$ cat config.mk
export PLATFORM = sky130hd
export DESIGN_NAME = blc_front
export DESIGN_NICKNAME = d
export VERILOG_FILES = /design/src/rtl/blc_pkg.sv /design/src/rtl/blc_front.sv
export SDC_FILE = /design/constraint.sdc
export NUM_CORES = 1
export LEC_CHECK = 0
export ABC_AREA = 1
export BUFFER_PORTS_ARGS = -buffer_cell sky130_fd_sc_hd__buf_2
export CORE_UTILIZATION = 29
export CTS_CLUSTER_DIAMETER = 40
export CTS_CLUSTER_SIZE = 28
export DETAILED_ROUTE_END_ITERATION = 8
export SYNTH_ARGS = -nofsm -noshare
export SYNTH_HDL_FRONTEND = slang
export SYNTH_SLANG_ARGS = --single-unit
$ cat constraint.sdc
create_clock -name clock -period 13.2 [get_ports clock]
set_input_delay 1.32 -clock clock [delete_from_list [all_inputs] [get_ports clock]]
set_output_delay 1.32 -clock clock [all_outputs]
set_load 0.02 [all_outputs]
$ cat src/rtl/blc_pkg.sv
`default_nettype none
package blc_pkg;
   localparam int ENTRIES = 32;
   localparam int ID_W = 5;
   localparam int LINK_W = 6;
   localparam int CNT_W = 6;
   localparam int DIM_W = 13;
   localparam int FOOT_W = 27;
   localparam int MAX_POW2_DIM = 2048;
   localparam logic [LINK_W-1:0] NULL_LINK = 6'd63;
   localparam logic [FOOT_W-1:0] FOOT_MAX = {FOOT_W{1'b1}};
   localparam logic [31:0] BUDGET_RESET = 32'd268435456;
   localparam int QDEPTH = 2;

   typedef enum logic [1:0] {
      MODE_USE = 2'd0,
      MODE_FRAME = 2'd1,
      MODE_FREE = 2'd2,
      MODE_NONE = 2'd3
   } mode_type;

   // classified command passed from front to back
   typedef struct packed {
      mode_type mode;
      logic [ID_W-1:0] id;
      logic [FOOT_W-1:0] foot;
   } cmd_type;

   typedef enum logic [2:0] {
      ST_IDLE,
      ST_WALK,
      ST_CLEAR,
      ST_FREE,
      ST_DONE
   } state_type;

   // round a dimension up to a power of two, larger values kept
   function automatic logic [DIM_W-1:0] round_dim(input logic [DIM_W-1:0] d);
      logic [DIM_W-1:0] r;
      r = d;
      for (int i = $clog2(MAX_POW2_DIM); i >= 0; i--) begin
         if (d <= DIM_W'(1 << i)) r = DIM_W'(1 << i);
      end
      return r;
   endfunction
endpackage
`default_nettype wire

$ cat src/rtl/blc_front.sv
`default_nettype none
// Accepts transactions, computes load footprint, and pushes to a short queue.
module blc_front import blc_pkg::*; (
   input wire logic clock,
   input wire logic reset,
   input wire logic start,
   output logic busy,
   input wire logic [1:0] req_mode,
   input wire logic [ID_W-1:0] req_entry_id,
   input wire logic [DIM_W-1:0] req_image_width,
   input wire logic [DIM_W-1:0] req_image_height,
   input wire logic back_done,
   input wire logic pop,
   output logic q_valid,
   output cmd_type q_head
);
   // stage 1: rounded dims
   logic s1_valid_ff, s1_valid_in;
   logic [DIM_W-1:0] s1_w_ff, s1_h_ff;
   logic [1:0] s1_mode_ff;
   logic [ID_W-1:0] s1_id_ff;
   // outstanding transaction: one at a time
   logic pend_ff, pend_in;
   cmd_type q_ff [QDEPTH];
   logic [1:0] cnt_ff, cnt_in;
   logic [25:0] prod;
   logic [FOOT_W-1:0] foot;
   cmd_type c;
   logic acc;

   assign acc = start && !pend_ff;
   assign busy = pend_ff;
   assign pend_in = acc ? 1'b1 : (back_done ? 1'b0 : pend_ff);
   assign s1_valid_in = acc;

   // footprint: w*h*4 saturating
   always_comb begin
      prod = 26'(s1_w_ff) * 26'(s1_h_ff);
      if (prod[25]) foot = FOOT_MAX;
      else foot = {prod[24:0], 2'b00};
      c.mode = mode_type'(s1_mode_ff);
      c.id = s1_id_ff;
      c.foot = foot;
   end

   assign cnt_in = cnt_ff + {1'b0, s1_valid_ff} - {1'b0, pop};

   always_ff @(posedge clock) begin
      if (reset) begin
         pend_ff <= 1'b0;
         s1_valid_ff <= 1'b0;
         cnt_ff <= '0;
      end else begin
         pend_ff <= pend_in;
         s1_valid_ff <= s1_valid_in;
         cnt_ff <= cnt_in;
      end
      if (acc) begin
         s1_w_ff <= round_dim(req_image_width);
         s1_h_ff <= round_dim(req_image_height);
         s1_mode_ff <= req_mode;
         s1_id_ff <= req_entry_id;
      end
      // queue shift on pop, write at tail
      if (pop) q_ff[0] <= q_ff[1];
      if (s1_valid_ff) q_ff[cnt_ff[0] ^ pop] <= c;
   end

   assign q_valid = cnt_ff != 2'd0;
   assign q_head = q_ff[0];
endmodule
`default_nettype wire

==> impl_metrics.json <==
{
  "status": "complete, no violations",
  "synthMuxAreaShare_pct": 0,
  "finalWirelength_um": 24900,
  "synth_seq_area_share_pct": 27.8,
  "cp_slowest_cell": "edfxtp_1",
  "start_util_pct": 29.8,
  "synth_warnings": 0,
  "worstPathMaxFanout": 27,
  "wire_per_inst_um": 12.9,
  "crit_path_start_kind": "register",
  "synth.largest_area_cell": "edfxtp_1",
  "layout_commonest_cell": "nand2_1",
  "drv_cap": 0,
  "ios": 74,
  "drive_gt1_share_pct": 9.66,
  "power_leakage_nw": 6.58,
  "gr-total-overflow": 0,
  "grt_usage_pct": 13.5,
  "rr_endpoint": "q_ff[0][17]$_DFFE_PP_",
  "worstPathCellList": "nand2_1, inv_1, fa_1, inv_1, fa_1, fa_1, inv_1, fa_1, inv_1, fa_1, inv_1, ha_1, nand2_1, nor2_2, nand2_1, nor2_2, nand2_2, nand3_2, nand2_2, nand2_4, nand2_1, nand2_1, nand2_1",
  "antenna_found_initial": 0,
  "finalSetupTns_ns": 0,
  "yosysUniqueCellTypes": 43,
  "synth_top_family_by_area": "adder cells",
  "end_kind": "register",
  "worst-r2r-cell-count": 23,
  "final_core_util_pct": 32.8,
  "rsz0062_at_grt": "no",
  "final_nets": 1657,
  "cts.htree.levels": 3,
  "drtPass1Iterations": 5,
  "hold_class": "register to register",
  "diodes": 0,
  "cts_tree": "built",
  "vias": 8216,
  "vdd_drop_max_v": 0.000161,
  "die_h_um": 197,
  "synthCells": 1377,
  "synth_fa_ha_area_share_pct": 30.4,
  "cp_common_cell": "nand2_1",
  "maxSlewHeadroom_pct": 15.9,
  "min_period_over_period_pct": 43.8,
  "grt_max_degree": 35,
  "worst-r2r-setup-slack_ns": 7.42,
  "cts.sinks": 103,
  "crit_arrival_ns": 5.91,
  "yosys.area_share.simple_pct": 23.1,
  "routed_via_density": 4.25,
  "min_from": "s1_id_ff[3]$_DFFE_PP_",
  "nFillCells": 3950,
  "gp_congestion": 0.902,
  "dieArea_mm2": 0.0387,
  "finalSetupViolCount": 0,
  "dp_hpwl_um": 19700,
  "power_density_mw_per_mm2": 240,
  "crit_required_ns": 13.33,
  "hold_end": "q_ff[1][30]$_DFFE_PP_",
  "fmax_mhz": 173,
  "ys_ff_latch": 103,
  "grt_pass1_wl_um": 42300,
  "synth_top_area_share_pct": 27.0,
  "grt_pass1_vias": 8622,
  "synth-xor-area-share_pct": 1.19,
  "cts_buffers": 9,
  "rows": 70,
  "worstSetupPathType": "register to register",
  "slew_violations": 0,
  "cts_hold_buf": 0,
  "die_width_um": 197,
  "post_cts_buffers": 0,
  "holdPathStages": 0,
  "syn_area_mm2": 0.0110,
  "cts_resized": 0,
  "cts_buffer_depth": 2,
  "clkTransAtPathRegs_ns": 0.09,
  "fin_crit_ns": 5.78,
  "final_cell_mix": "442 x nand2_1, 369 x inv_1, 121 x fa_1",
  "syn_to_final_growth_pct": 10.2,
  "drtIter0Drc": 399,
  "root_buffer": "clkbuf_16",
  "finalHoldViolations": 0,
  "tightest_slew_ns": 1.26,
  "finClkSkew_ns": 0.0169,
  "r2r_start": "s1_h_ff[12]$_SDFFCE_PP0P_",
  "port_buffers": 73,
  "synth_compound_area_share_pct": 3.06,
  "synth.avg_cell_area_um2": 7.99,
  "cpPeakStageDelay_ns": 0.65,
  "syn-num-nets": 1610,
  "detail-route-antenna-nets": 0,
  "fp.coreArea_mm2": 0.0370,
  "drc": 0,
  "insertion_delay_ns": 0.37,
  "ys_top_cells_by_area": "edfxtp_1 27%, fa_1 22%, nand2_1 15%, inv_1 13%, ha_1 8.4%"
}
routing by layer:
| metal | part of all wire, % | global-route usage (%) |
|---|---|---|
| met3 | 4.7 | 2.16 |
| met4 | 1.2 | 3.19 |
| met1 | 50 | 18.8 |
| met5 | 0 | 0 |
| met2 | 44 | 22.0 |
cell type report:
cell class / instances / area [µm²] / share of cell area [%]
multi-input cells: 862 / 6360 / 52.5
flip-flops and latches: 103 / 3050 / 25.2
inverters: 374 / 1400 / 11.6
well taps: 504 / 631 / 5.20
repair buffers: 74 / 373 / 3.08
clock buffers: 9 / 225 / 1.86
clock inverters: 7 / 77.6 / 0.640
cell usage after synthesis, drive strengths merged:
library cell and n:
or2 3, o21a 2, o22ai 1, o21ai 9, ha 74, xor2 6, a21oi 33, o41ai 2
nor2 69, nor4 5, nand3b 1, nor3 5, xnor2 9, buf 6, inv 373, dfxtp 4
fa 121, o2111ai 1, nor3b 1, and3 1, a21boi 3, clkbuf 32, a22oi 1, clkinv 1
o211ai 2, nand4 12, edfxtp 99, nand3 24, o32ai 1, a31oi 4, nand2 472
critical path: cells and delay by family, from the launching register on:
kind | cells | cell delay, ns
fa+ha+maj | 6 | 3.02
simple gates | 12 | 1.57
flops | 1 | 0.65
buf+inv | 5 | 0.28
cells by family after synthesis:
family,count (synthesis)
AND/OR/NAND/NOR,593
AO/OA/AOI/OAI,59
flip-flops,103
buffers and inverters,412
adder cells (fa/ha/maj),195
XOR/XNOR,15
flip-flops by register name, summed over array words and instances, names as in the netlist:
name / count
busy: 1
cnt_ff: 2
q_ff: 66
s1_h_ff: 13
s1_id_ff: 5
s1_mode_ff: 2
s1_valid_ff: 1
s1_w_ff: 13
power breakdown:
group / switching (mW) / leakage [nW] / internal [mW]
sequential: 0.0386 / 0.981 / 0.499
clock: 0.148 / 0.144 / 0.135
combinational: 1.33 / 5.46 / 0.759
per-stage QoR:
step	setup WS [ns]	power, mW	cell area, µm²	cells	hold WS (ns)
floorplan	8.10	2.19	11000	1377	0.426
global placement	7.49	2.61	11800	1917	0.433
detailed placement	7.36	2.63	11800	1917	0.437
CTS	7.36	2.94	12100	1933	0.456
global route	7.03	3.25	12100	1933	0.465
finish	7.42	2.91	12100	1933	0.448
how the worst max path moves through the flow:
stage	slack, ns	start	endpoint	depth (start not counted)
floorplan	8.10	s1_w_ff[0]$_SDFFCE_PP1P_	q_ff[0][10]$_DFFE_PP_	24
detailed placement	7.36	s1_w_ff[5]$_SDFFCE_PP0P_	q_ff[0][17]$_DFFE_PP_	23
finish	7.42	s1_h_ff[12]$_SDFFCE_PP0P_	q_ff[0][17]$_DFFE_PP_	23
global placement	7.49	s1_w_ff[5]$_SDFFCE_PP0P_	q_ff[0][23]$_DFFE_PP_	23
CTS	7.36	s1_h_ff[12]$_SDFFCE_PP0P_	q_ff[0][17]$_DFFE_PP_	23
global route	7.03	s1_h_ff[12]$_SDFFCE_PP0P_	q_ff[0][24]$_DFFE_PP_	23
No activity file was read; power rests on OpenSTA's default activity.
